===== src/rbp_pkg.sv =====
// Shared types and constants for the reference-counted buffer pool.
// Holds the request/response structs, codes and pool geometry.
// No dependencies; every other file in src imports it.
package rbp_pkg;

  // Pool geometry
  localparam int unsigned POOL_DEPTH  = 32;
  localparam int unsigned DATA_BYTES  = 4096;
  localparam int unsigned ALIGN_BYTES = 64;

  localparam int unsigned IDX_W   = $clog2(POOL_DEPTH);
  localparam int unsigned TOTAL_W = $clog2(POOL_DEPTH + 1);
  localparam int unsigned REFC_W  = 8;
  localparam int unsigned ADDR_W  = 32;

  localparam logic [ADDR_W-1:0] SLOT_STRIDE = ADDR_W'(DATA_BYTES + ALIGN_BYTES);
  localparam logic [ADDR_W-1:0] ALIGN_MASK  = ADDR_W'(ALIGN_BYTES - 1);
  localparam logic [REFC_W-1:0] REFC_MAX    = '1;

  // Configuration port
  localparam int unsigned PADDR_W      = 3;
  localparam logic [0:0]  REG_POOL_BASE = 1'b0;

  typedef enum logic [1:0] {
    OP_ALLOC   = 2'd0,
    OP_ADD_REF = 2'd1,
    OP_RELEASE = 2'd2,
    OP_NOP     = 2'd3
  } opcode_t;

  typedef enum logic [1:0] {
    STATUS_OK         = 2'd0,
    STATUS_EMPTY      = 2'd1,
    STATUS_NOT_IN_USE = 2'd2,
    STATUS_OVERFLOW   = 2'd3
  } status_t;

  typedef struct packed {
    opcode_t          opcode;
    logic [IDX_W-1:0] buffer_index;
  } req_t;

  typedef struct packed {
    status_t            status;
    logic [IDX_W-1:0]   granted_index;
    logic [ADDR_W-1:0]  buffer_address;
    logic               returned_to_pool;
    logic [REFC_W-1:0]  reference_count;
    logic [TOTAL_W-1:0] free_buffers;
  } rsp_t;

  // Classified command passed from front to back
  typedef struct packed {
    opcode_t          kind;
    logic [IDX_W-1:0] idx;
    logic             in_pool;
  } cmd_t;

  typedef enum logic [1:0] {
    BK_IDLE,
    BK_EXEC,
    BK_ADDR
  } back_state_t;

endpackage


===== src/rbp_front.sv =====
// Front end of the buffer pool: accepts requests, classifies them and
// queues them in a two-entry FIFO for the back end. Depends on rbp_pkg.
module rbp_front import rbp_pkg::*; (
  input  logic clk,
  input  logic rst,
  input  logic req_valid,
  output logic req_ready,
  input  req_t req,
  output logic cmd_valid,
  input  logic cmd_ready,
  output cmd_t cmd
);

  localparam int unsigned Q_DEPTH = 2;
  localparam int unsigned PTR_W   = $clog2(Q_DEPTH);
  localparam int unsigned CNT_W   = $clog2(Q_DEPTH + 1);

  cmd_t             entries [Q_DEPTH];
  logic [PTR_W-1:0] wr_ptr;
  logic [PTR_W-1:0] rd_ptr;
  logic [CNT_W-1:0] fill;
  cmd_t             cmd_in;
  logic             push;
  logic             pop;

  // Classify the incoming request
  always_comb begin
    cmd_in.kind    = req.opcode;
    cmd_in.idx     = req.buffer_index;
    cmd_in.in_pool = ((IDX_W + 1)'(req.buffer_index) < (IDX_W + 1)'(POOL_DEPTH));
  end

  assign req_ready = (fill != CNT_W'(Q_DEPTH));
  assign push      = req_valid && req_ready;
  assign cmd_valid = (fill != '0);
  assign pop       = cmd_valid && cmd_ready;
  assign cmd       = entries[rd_ptr];

  // Store queued commands
  always_ff @(posedge clk) begin
    if (push) begin
      entries[wr_ptr] <= cmd_in;
    end
  end

  // Advance pointers and fill level
  always_ff @(posedge clk) begin
    if (rst) begin
      wr_ptr <= '0;
      rd_ptr <= '0;
      fill   <= '0;
    end else begin
      if (push) begin
        wr_ptr <= wr_ptr + 1'b1;
      end
      if (pop) begin
        rd_ptr <= rd_ptr + 1'b1;
      end
      if (push && !pop) begin
        fill <= fill + 1'b1;
      end else if (pop && !push) begin
        fill <= fill - 1'b1;
      end
    end
  end

endmodule


===== src/rbp_back.sv =====
// Back end of the buffer pool: free stack and reference count memories,
// the execute sequencer and the response register. Depends on rbp_pkg.
module rbp_back import rbp_pkg::*; (
  input  logic              clk,
  input  logic              rst,
  input  logic [ADDR_W-1:0] pool_base,
  input  logic              cmd_valid,
  output logic              cmd_ready,
  input  cmd_t              cmd,
  output logic              rsp_valid,
  input  logic              rsp_ready,
  output rsp_t              rsp
);

  back_state_t state, state_next;

  // Memories and their per-entry valid bits
  logic [REFC_W-1:0] cnt_mem [POOL_DEPTH];
  logic [IDX_W-1:0]  stk_mem [POOL_DEPTH];
  logic [POOL_DEPTH-1:0] cnt_vld;
  logic [POOL_DEPTH-1:0] stk_vld;

  logic [REFC_W-1:0] cnt_rd;
  logic              cnt_rd_vld;
  logic [IDX_W-1:0]  stk_rd;
  logic              stk_rd_vld;

  logic [TOTAL_W-1:0] free_total, free_total_next;
  cmd_t               cur;
  logic [IDX_W-1:0]   top_pos;

  // Execute results
  logic               rd_en;
  logic               exec_en;
  logic               load;
  logic [REFC_W-1:0]  cur_cnt;
  logic [IDX_W-1:0]   top_idx;
  logic               cnt_we;
  logic [IDX_W-1:0]   cnt_waddr;
  logic [REFC_W-1:0]  cnt_wdata;
  logic               stk_we;
  status_t            ex_status;
  logic [IDX_W-1:0]   ex_idx;
  logic               ex_ret;
  logic [REFC_W-1:0]  ex_cnt;
  logic               ex_addr_en;

  status_t            res_status;
  logic [IDX_W-1:0]   res_idx;
  logic               res_ret;
  logic [REFC_W-1:0]  res_cnt;
  logic               res_addr_en;

  logic [ADDR_W-1:0]  slot_addr;
  logic [ADDR_W-1:0]  data_addr;

  assign top_pos = free_total[IDX_W-1:0] - 1'b1;
  assign cur_cnt = cnt_rd_vld ? cnt_rd : '0;
  assign top_idx = stk_rd_vld ? stk_rd : top_pos;

  // Sequencer: next state and strobes
  always_comb begin
    state_next = state;
    cmd_ready  = 1'b0;
    rd_en      = 1'b0;
    exec_en    = 1'b0;
    load       = 1'b0;
    unique case (state)
      BK_IDLE: begin
        cmd_ready = 1'b1;
        if (cmd_valid) begin
          rd_en      = 1'b1;
          state_next = BK_EXEC;
        end
      end
      BK_EXEC: begin
        exec_en    = 1'b1;
        state_next = BK_ADDR;
      end
      BK_ADDR: begin
        if (!rsp_valid || rsp_ready) begin
          load       = 1'b1;
          state_next = BK_IDLE;
        end
      end
      default: state_next = BK_IDLE;
    endcase
  end

  always_ff @(posedge clk) begin
    if (rst) begin
      state <= BK_IDLE;
    end else begin
      state <= state_next;
    end
  end

  // Hold the command under execution
  always_ff @(posedge clk) begin
    if (rd_en) begin
      cur <= cmd;
    end
  end

  // Execute one operation on the read data
  always_comb begin
    free_total_next = free_total;
    cnt_we     = 1'b0;
    cnt_waddr  = cur.idx;
    cnt_wdata  = cur_cnt;
    stk_we     = 1'b0;
    ex_status  = STATUS_OK;
    ex_idx     = cur.idx;
    ex_ret     = 1'b0;
    ex_cnt     = '0;
    ex_addr_en = 1'b0;
    unique case (cur.kind) inside
      OP_ALLOC: begin
        ex_idx = '0;
        if (free_total == '0 || free_total > TOTAL_W'(POOL_DEPTH)) begin
          ex_status = STATUS_EMPTY;
        end else begin
          free_total_next = free_total - 1'b1;
          ex_idx     = top_idx;
          ex_cnt     = REFC_W'(1);
          ex_addr_en = 1'b1;
          cnt_we     = 1'b1;
          cnt_waddr  = top_idx;
          cnt_wdata  = REFC_W'(1);
        end
      end
      OP_ADD_REF, OP_RELEASE: begin
        if (!cur.in_pool) begin
          ex_status = STATUS_NOT_IN_USE;
        end else begin
          ex_addr_en = 1'b1;
          if (cur_cnt == '0) begin
            ex_status = STATUS_NOT_IN_USE;
          end else if (cur.kind == OP_ADD_REF) begin
            if (cur_cnt == REFC_MAX) begin
              ex_status = STATUS_OVERFLOW;
              ex_cnt    = cur_cnt;
            end else begin
              ex_cnt    = cur_cnt + 1'b1;
              cnt_we    = 1'b1;
              cnt_wdata = cur_cnt + 1'b1;
            end
          end else begin
            ex_cnt    = cur_cnt - 1'b1;
            cnt_we    = 1'b1;
            cnt_wdata = cur_cnt - 1'b1;
            if (cur_cnt == REFC_W'(1) && free_total < TOTAL_W'(POOL_DEPTH)) begin
              stk_we          = 1'b1;
              ex_ret          = 1'b1;
              free_total_next = free_total + 1'b1;
            end
          end
        end
      end
      OP_NOP: begin
        if (cur.in_pool) begin
          ex_addr_en = 1'b1;
          ex_cnt     = cur_cnt;
        end
      end
      default: ex_status = STATUS_OK;
    endcase
  end

  // Memory reads and writes
  always_ff @(posedge clk) begin
    if (rd_en) begin
      cnt_rd <= cnt_mem[cmd.idx];
      stk_rd <= stk_mem[top_pos];
    end
    if (exec_en && cnt_we) begin
      cnt_mem[cnt_waddr] <= cnt_wdata;
    end
    if (exec_en && stk_we) begin
      stk_mem[free_total[IDX_W-1:0]] <= cur.idx;
    end
  end

  // Valid bits: unwritten counts read zero, unwritten stack slots read their position
  always_ff @(posedge clk) begin
    if (rst) begin
      cnt_vld    <= '0;
      stk_vld    <= '0;
      cnt_rd_vld <= 1'b0;
      stk_rd_vld <= 1'b0;
      free_total <= TOTAL_W'(POOL_DEPTH);
    end else begin
      if (rd_en) begin
        cnt_rd_vld <= cnt_vld[cmd.idx];
        stk_rd_vld <= stk_vld[top_pos];
      end
      if (exec_en && cnt_we) begin
        cnt_vld[cnt_waddr] <= 1'b1;
      end
      if (exec_en && stk_we) begin
        stk_vld[free_total[IDX_W-1:0]] <= 1'b1;
      end
      if (exec_en) begin
        free_total <= free_total_next;
      end
    end
  end

  // Latch execute results
  always_ff @(posedge clk) begin
    if (exec_en) begin
      res_status  <= ex_status;
      res_idx     <= ex_idx;
      res_ret     <= ex_ret;
      res_cnt     <= ex_cnt;
      res_addr_en <= ex_addr_en;
    end
  end

  // Slot start and aligned data address
  assign slot_addr = pool_base + ADDR_W'(res_idx) * SLOT_STRIDE;
  assign data_addr = (slot_addr + ALIGN_MASK) & ~ALIGN_MASK;

  // Response register
  always_ff @(posedge clk) begin
    if (load) begin
      rsp.status           <= res_status;
      rsp.granted_index    <= res_idx;
      rsp.buffer_address   <= res_addr_en ? data_addr : '0;
      rsp.returned_to_pool <= res_ret;
      rsp.reference_count  <= res_cnt;
      rsp.free_buffers     <= free_total;
    end
  end

  always_ff @(posedge clk) begin
    if (rst) begin
      rsp_valid <= 1'b0;
    end else if (load) begin
      rsp_valid <= 1'b1;
    end else if (rsp_ready) begin
      rsp_valid <= 1'b0;
    end
  end

  // Checks
  a_total_bound: assert property (@(posedge clk) disable iff (rst)
    free_total <= TOTAL_W'(POOL_DEPTH))
    else $error("free buffer total exceeds pool depth");

  a_alloc_pops: assert property (@(posedge clk) disable iff (rst)
    (exec_en && cur.kind == OP_ALLOC && free_total != '0)
      |=> free_total == $past(free_total) - 1'b1)
    else $error("allocate did not pop the free stack");

  a_return_zero: assert property (@(posedge clk) disable iff (rst)
    (rsp_valid && rsp.returned_to_pool)
      |-> (rsp.status == STATUS_OK && rsp.reference_count == '0))
    else $error("buffer returned with nonzero count");

  a_empty_rsp: assert property (@(posedge clk) disable iff (rst)
    (rsp_valid && rsp.status == STATUS_EMPTY)
      |-> (rsp.granted_index == '0 && rsp.free_buffers == '0))
    else $error("empty-pool response carries a grant");

endmodule


===== src/refcounted_buffer_pool_core.sv =====
// Top level of the reference-counted buffer pool allocator.
// Holds the configuration register; instantiates rbp_front and rbp_back.
// Depends on rbp_pkg.
//
// Buffer pool with a LIFO free stack and an 8-bit reference count per
// buffer. Each request (allocate, add reference, release) produces exactly
// one response carrying the status, the buffer index, its aligned data
// address pool_base + index * (DATA_BYTES + ALIGN_BYTES) rounded up to
// ALIGN_BYTES, the resulting count and the number of free buffers. Requests
// enter a two-entry queue and are executed one at a time: the back end
// performs the memory read, then execute and write back, then address
// formation into the response register, and takes no new request until the
// response is loaded. A waiting response stalls the back end; the queue
// still accepts requests until its two entries are full. Write pool_base only
// while no request is in flight.
module refcounted_buffer_pool_core import rbp_pkg::*; (
  input  logic               clk,
  input  logic               rst,
  // Request channel
  input  logic               req_valid,
  output logic               req_ready,
  input  req_t               req,
  // Response channel
  output logic               rsp_valid,
  input  logic               rsp_ready,
  output rsp_t               rsp,
  // Configuration port
  input  logic               psel,
  input  logic               penable,
  input  logic               pwrite,
  input  logic [PADDR_W-1:0] paddr,
  input  logic [31:0]        pwdata,
  output logic [31:0]        prdata,
  output logic               pready
);

  logic [ADDR_W-1:0] pool_base;
  logic              cfg_wr;
  logic              cmd_valid;
  logic              cmd_ready;
  cmd_t              cmd;

  // Configuration register
  assign pready = 1'b1;
  assign cfg_wr = psel && penable && pwrite && (paddr[PADDR_W-1] == REG_POOL_BASE);

  always_ff @(posedge clk) begin
    if (rst) begin
      pool_base <= '0;
    end else if (cfg_wr) begin
      pool_base <= pwdata;
    end
  end

  assign prdata = (paddr[PADDR_W-1] == REG_POOL_BASE) ? pool_base : '0;

  rbp_front u_front (
    .clk       (clk),
    .rst       (rst),
    .req_valid (req_valid),
    .req_ready (req_ready),
    .req       (req),
    .cmd_valid (cmd_valid),
    .cmd_ready (cmd_ready),
    .cmd       (cmd)
  );

  rbp_back u_back (
    .clk       (clk),
    .rst       (rst),
    .pool_base (pool_base),
    .cmd_valid (cmd_valid),
    .cmd_ready (cmd_ready),
    .cmd       (cmd),
    .rsp_valid (rsp_valid),
    .rsp_ready (rsp_ready),
    .rsp       (rsp)
  );

endmodule

===== config.mk =====
export PLATFORM = sky130hd
export DESIGN_NAME = refcounted_buffer_pool_core
export DESIGN_NICKNAME = d
export VERILOG_FILES = /design/src/rbp_pkg.sv /design/src/rbp_front.sv /design/src/rbp_back.sv /design/src/refcounted_buffer_pool_core.sv
export SDC_FILE = /design/constraint.sdc
export NUM_CORES = 1
export LEC_CHECK = 0
export BUFFER_PORTS_ARGS = -buffer_cell sky130_fd_sc_hd__buf_2
export CAP_MARGIN = 20
export CORE_ASPECT_RATIO = 0.9
export CORE_MARGIN = 5
export CORE_UTILIZATION = 25
export CTS_CLUSTER_DIAMETER = 100
export DETAILED_ROUTE_END_ITERATION = 7
export SYNTH_ARGS = -nofsm -noshare
export SYNTH_HDL_FRONTEND = slang
export SYNTH_SLANG_ARGS = --single-unit

===== constraint.sdc =====
create_clock -name clk -period 5.3 [get_ports clk]
set_input_delay 0.795 -clock clk [delete_from_list [all_inputs] [get_ports clk]]
set_output_delay 0.795 -clock clk [all_outputs]
set_load 0.05 [all_outputs]

Word-level counts from Yosys, hierarchy flattened
Memories as Yosys holds them, arrays and structs flattened. A register that Yosys moved wholly into a read port is not among the register bits. Index checks and enable logic that the tools add are counted.

Register bits: 190. Bits in latches: 0. Memory bits (writable): 430. ROM bits: 0. Input bits: 49. Output and inout port bits: 89. Logic and storage cells: 168. Memories: 3.

$add $sub $neg: 11. Multipliers: 1. Div/mod/pow operators: 0. Order comparisons: 8. Equal/unequal tests: 15. Shift-type cells: 0. Mux-type cells: 72. Bitwise logic cells: 3. Reduce and logical (&&, ||, !) cells: 29.

Memories: u_back.cnt_mem (depth 32, bits a word 8, read ports 1, clocked after Yosys merged registers in 1, write ports 1, RTL line rbp_back.sv:18) `logic [REFC_W-1:0] cnt_mem [POOL_DEPTH];`; u_back.stk_mem (depth 32, bits a word 5, read ports 1, clocked after Yosys merged registers in 1, write ports 1, RTL line rbp_back.sv:19) `logic [IDX_W-1:0] stk_mem [POOL_DEPTH];`; u_front.entries (depth 2, bits a word 7, read ports 1, clocked after Yosys merged registers in 1, write ports 1, RTL line rbp_front.sv:18) `cmd_t entries [Q_DEPTH];`.

Operators by type and width (count): $mux W8 (9); $or A32 B32 Y32 (2); $mux W1 (33); $add A32 B18 Y32 (1); $add A32 B6 Y32 const B (1); $mux W32 (1); $mux W6 (5); $mux W5 (5); $lt A5 B6 Y1 const B (4); $pmux W8 S3 (1); $mux W2 (8); $pmux W8 S2 (1); $logic_and A1 B1 Y1 (12); $mul A5 B7 Y12 const B (1); $pmux W6 S2 (1); $bmux W1 S5 (2); $demux W1 S5 (2); $ge A5 B1 Y1 const B (2); $ne A2 B2 Y1 const B (5); $add A8 B1 Y8 const B (1); $eq A8 B1 Y1 const B (1); $eq A8 B8 Y1 const B (1); $logic_not A8 Y1 (1); $reduce_bool A2 Y1 (4); 24 further kinds (35).

Depth between registers and ports, before layout
Depth in word-level cells: 11. Depth in mapped cells: 12. Mapped depth without buffers: 11.

Modules after synthesis
Synthesis repeated with hierarchy kept, for this count alone.

Cell total of the unflattened synthesis: 1645. Area, all modules: 26387.8 um2.

By module, submodules not included: rbp_back (times used 1, cells each 1420, area an instance 23945.5 um2, seq. area each 16575.9 um2); refcounted_buffer_pool_core (times used 1, cells each 177, area an instance 1696.6 um2, seq. area each 640.6 um2); rbp_front (times used 1, cells each 48, area an instance 745.7 um2, seq. area each 520.5 um2).

Worst setup path before layout
OpenSTA, ideal clock, no wires.

Kind: register to register. Start point: register u_back.cnt_rd_vld. End point: memory u_back.cnt_mem[0][2], data pin. Setup time: 0.473 ns. Data arrival time: 3.166 ns. Required time: 4.827 ns. Setup slack: 1.661 ns. Stages on the path, launching flop included: 10. Path buffers: 3. Period minus slack after synthesis: 3.639 ns. Cell sequence: dfxtp_1 buf_2 clkbuf_1 clkbuf_1 nand2_1 ha_1 nand2b_1 a21boi_0 a21oi_1 o32ai_1.

Longest elaborated chain between the ends: 7. Elaborated cells between the ends (all ways): 11. Those cells by class: add/sub: 2; eq/ne: 1; mux: 7; reduce/logical: 1.

RTL lines: start: declaration (RTL line rbp_back.sv:24) `logic cnt_rd_vld;`; start signal: assignment (RTL line rbp_back.sv:194) `cnt_rd_vld <= cnt_vld[cmd.idx];`; $mux W8 (*) (RTL line rbp_back.sv:58) `assign cur_cnt = cnt_rd_vld ? cnt_rd : '0;`; $add A8 B1 Y8 / $eq A8 B8 Y1 (equally long branches) (RTL line rbp_back.sv:146, rbp_back.sv:140); $mux W8 (RTL line rbp_back.sv:140) `if (cur_cnt == REFC_MAX) begin`; $mux W8 (RTL line rbp_back.sv:139) `end else if (cur.kind == OP_ADD_REF) begin`; $mux W8 (RTL line rbp_back.sv:137) `if (cur_cnt == '0) begin`; $mux W8 (RTL line rbp_back.sv:133) `if (!cur.in_pool) begin`; $pmux W8 S2 (*) (RTL line rbp_back.sv:117) `unique case (cur.kind) inside`; net u_back.cnt_wdata[2] (RTL line rbp_back.sv:40) `logic [REFC_W-1:0] cnt_wdata;`; end: declaration (RTL line rbp_back.sv:18).

Mark *: on every way through the listed nets, which the timed path passes. The rest lies on a longest branch.

Worst setup path after layout
Start point: register u_back.free_total[0]. End point: memory u_back.cnt_mem[13][4], enable pin.

Longest elaborated chain between the ends: 7. Elaborated cells between the ends (all ways): 12. Those cells by class: add/sub: 1; order compare: 1; mux: 7; reduce/logical: 3.

RTL lines: start: declaration (RTL line rbp_back.sv:28) `logic [TOTAL_W-1:0] free_total, free_total_next;`; start signal: assignment (RTL line rbp_back.sv:191) `free_total <= TOTAL_W'(POOL_DEPTH);`; start signal: assignment (RTL line rbp_back.sv:204) `free_total <= free_total_next;`; $gt A6 B6 Y1 / $logic_not A6 Y1 (equally long branches) (RTL line rbp_back.sv:120) `if (free_total == '0 || free_total > TOTAL_W'(POOL_DEPTH)) begin`; $logic_or A1 B1 Y1 (RTL line rbp_back.sv:120); $mux W1 (RTL line rbp_back.sv:120); $pmux W1 S2 (RTL line rbp_back.sv:117); $logic_and A1 B1 Y1 (RTL line rbp_back.sv:176) `if (exec_en && cnt_we) begin`; $mux W1 (RTL line rbp_back.sv:176); $mux W1 (implied by the code) (RTL line rbp_back.sv:177) `cnt_mem[cnt_waddr] <= cnt_wdata;`.

Parallel ways exist; a longest one is shown, timed or not.

==> qor.txt <==
Row Count: 113
Hold Crit Depth: 1
clock latency on the worst-skew pair: 0.62 ns
hold crit path type: in2reg
Lkg Pwr: 10.47 nW
Routed WL: 65.09 mm
Power Density: 500.4 nW/um^2
sequential share of power: 41.8%
share of total power in combinational logic: 27.8%
Initial DRT Pass Iterations: 6
CTS buffer count: 68
Post-synth top flop: edfxtp_1
#FFs+latches synth: 627
status: finished, final reports clean
cell internal pwr: 0.01035 W
clk slew on worst S/H paths: 0.06 ns
initial core utilization: 25.13%
Max Freq: 244.9 MHz
Synth top area share: 58.33%
H-tree depth: 3
clk buf depth: 3
total gr overflow: 0
Sink Count: 627
Synth area leaders: edfxtp_1 58%, dfxtp_1 8.5%, nand2_1 5.6%, mux4_2 5.1%, nor2_1 1.9%
Port Buffers: 128
vias per cell: 4.644
RSZ-0062 raised after global routing: no
register area: 17710 um^2
CP endpoint kind: register
Netlist Area Pre-Place: 26510 um^2
Ys Warns: 0
clock share of power: 30.4%
Critical Path RT: 5.52 ns
ANT nets after route: 0
min Tclk post-route: 4.083 ns
Sum Neg Setup Slack: 0 ns
switch share: 33.34%
MaxCap Viol Count: 0
via count: 16810
leading area contributor after synthesis: edfxtp_1
worst-path fanout max: 21
net count reported at finish: 2257
FF-to-FF End: u_back.cnt_mem[13][4]
Hold EP: u_front.entries[1][3]
RR Startpoint: u_back.free_total[0]
post-layout util: 29.43%
first-pass GRT wire length: 99.48 mm
DP HPWL: 41.01 mm
io pins: 138
Clock Tree Root: clkbuf_16
drt wl/cell: 17.98 um
Avg Cell Area, Syn: 12.75 um^2
CP Launch Type: register
final worst-path cycle share: 77.03%
Die Height: 318.9 um
Reg2Reg Depth: 9
GP Congestion: 0.7993
Slew Limit Fails: 0
Post-CTS Resized: 0
Rel. slew slack: 29.51%
asr flop ratio synth: 0%
critical path arrival: 4.30 ns
most common cell after layout, fill and taps aside: edfxtp_1
Die W: 353.3 um
# setup viols final: 0
Die Area: 112700 um^2
Hold-fix buffers, CTS: 0
Hold Crit Start: req[3]
drt initial violations: 1440
actual slew at the worst max-slew pin: 1.056 ns
Reg2Reg Setup Slack: 1.22 ns
Hold Vio Cnt, Final: 0
multi-input logic area: 8123 um^2
Setup Skew: 0.02799 ns
Syn-to-layout area delta: 17.08%
vias in the first global route: 15970
count of unique library cells instantiated by Yosys: 80
Total GRT Usage: 11.20%
initial antenna violation count: 8
# DRC: 0
clock tree from TritonCTS: built
fraction of layout cells with a size suffix above 1: 16.44%
commonest non-fill, non-tap cells in the layout: 515 x edfxtp_1, 396 x nand2_1, 132 x nor2_1
largest net degree at the start of global routing: 149
filler cell count: 10570
Net Sw Power: 0.005178 W
post-CTS setup buffers: 0
Core ar.: 105500 um^2
post-synthesis sequential area ratio: 66.79%
Setup CP Type: reg2reg
Post-synth EDFFs: 515
cells after synthesis: 2080
maximum VDD drop: 0.3656 mV
through the flow:
stage | cell area [um^2] | total power, W | std cells | setup WS (ns) | hold WS [ns]
after floorplan | 26530 | 0.009324 | 2085 | 1.661 | 0.4003
after global placement | 28690 | 0.01081 | 3489 | 1.294 | 0.4034
after detailed placement | 28750 | 0.01088 | 3491 | 1.281 | 0.4045
after CTS | 30990 | 0.01561 | 3616 | 1.239 | 0.3252
after global routing | 31030 | 0.01627 | 3618 | 1.033 | 0.3358
final | 31040 | 0.01553 | 3619 | 1.217 | 0.3635
area by class of cell:
type	count	area share [%]
diodes	1	0.008063
multi-input cells	1261	26.17
well taps	1380	5.563
clock buffers	88	5.890
inverters	63	0.7700
repair buffers	162	3.209
clock inverters	37	1.326
flip-flops and latches	627	57.06
flip-flops by register name (all words and copies together) (netlist names), 14 cells and up, named ones only:
signal and cells:
u_back.cnt_mem 256, u_back.stk_mem 160, u_back.rsp 48, pool_base 32, u_back.cnt_vld 32, u_back.stk_vld 32
u_front.entries 14
cell usage after synthesis (39+ instances only):
cell type  number
edfxtp_1      515
nand2_1       396
nor2_1        132
dfxtp_1       112
nand3_1        93
a21oi_1        87
clkbuf_1       81
inv_1          60
mux4_2         60
a311oi_1       48
and3_1         42
o22ai_1        39
power by group through the flow:
stage               clock network (W)  registers (W)  logic [W]
floorplan                           0        0.00664    0.00268
global placement                    0        0.00666    0.00414
detailed placement                  0        0.00663    0.00425
CTS                           0.00482        0.00653    0.00426
global route                  0.00504        0.00653    0.00470
finish                        0.00472        0.00649    0.00432
cells by family after synthesis:
family,after synthesis,share of synthesized area [%]
xor gates and xnor gates,28,0.9250
and+or+nand+nor,817,14.09
DFF,627,66.79
AOI/OAI and AO/OA,298,7.754
other,2,0.02833
muxes,86,6.117
adders and majority gates,25,1.208
buffers and inverters,197,3.082
metal layers:
layer  vias to the layer above  GRT usage (%)  part of all wire [%]
met5                         -              0                 0.063
met4                         6          3.055                   2.0
met3                        99          2.514                   7.7
met2                       582          17.13                    44
met1                      8261          16.06                    46
li1                       7857              -                     -
worst max-delay path, cell delays in order, from the launching register on:
cell      delay [ns]
dfxtp_4         0.60
inv_1           0.20
ha_2            0.27
nor3b_2         0.16
xnor2_1         0.58
o21ai_1         0.21
nand2_1         0.16
and2_1          0.60
nand2b_1        0.22
nor2_1          0.68
worst max path at each step:
stage                     cells past startpoint               endpoint                  from
after floorplan                               9   u_back.cnt_mem[0][2]     u_back.cnt_rd_vld
after CTS                                     9   u_back.cnt_mem[8][3]  u_back.free_total[0]
after global placement                        9  u_back.cnt_mem[13][3]  u_back.free_total[0]
after global routing                          9  u_back.cnt_mem[13][2]  u_back.free_total[0]
after detailed placement                      9   u_back.cnt_mem[8][6]  u_back.free_total[0]
final                                         9  u_back.cnt_mem[13][4]  u_back.free_total[0]
Note: power is estimated with default switching activity, not from simulation.
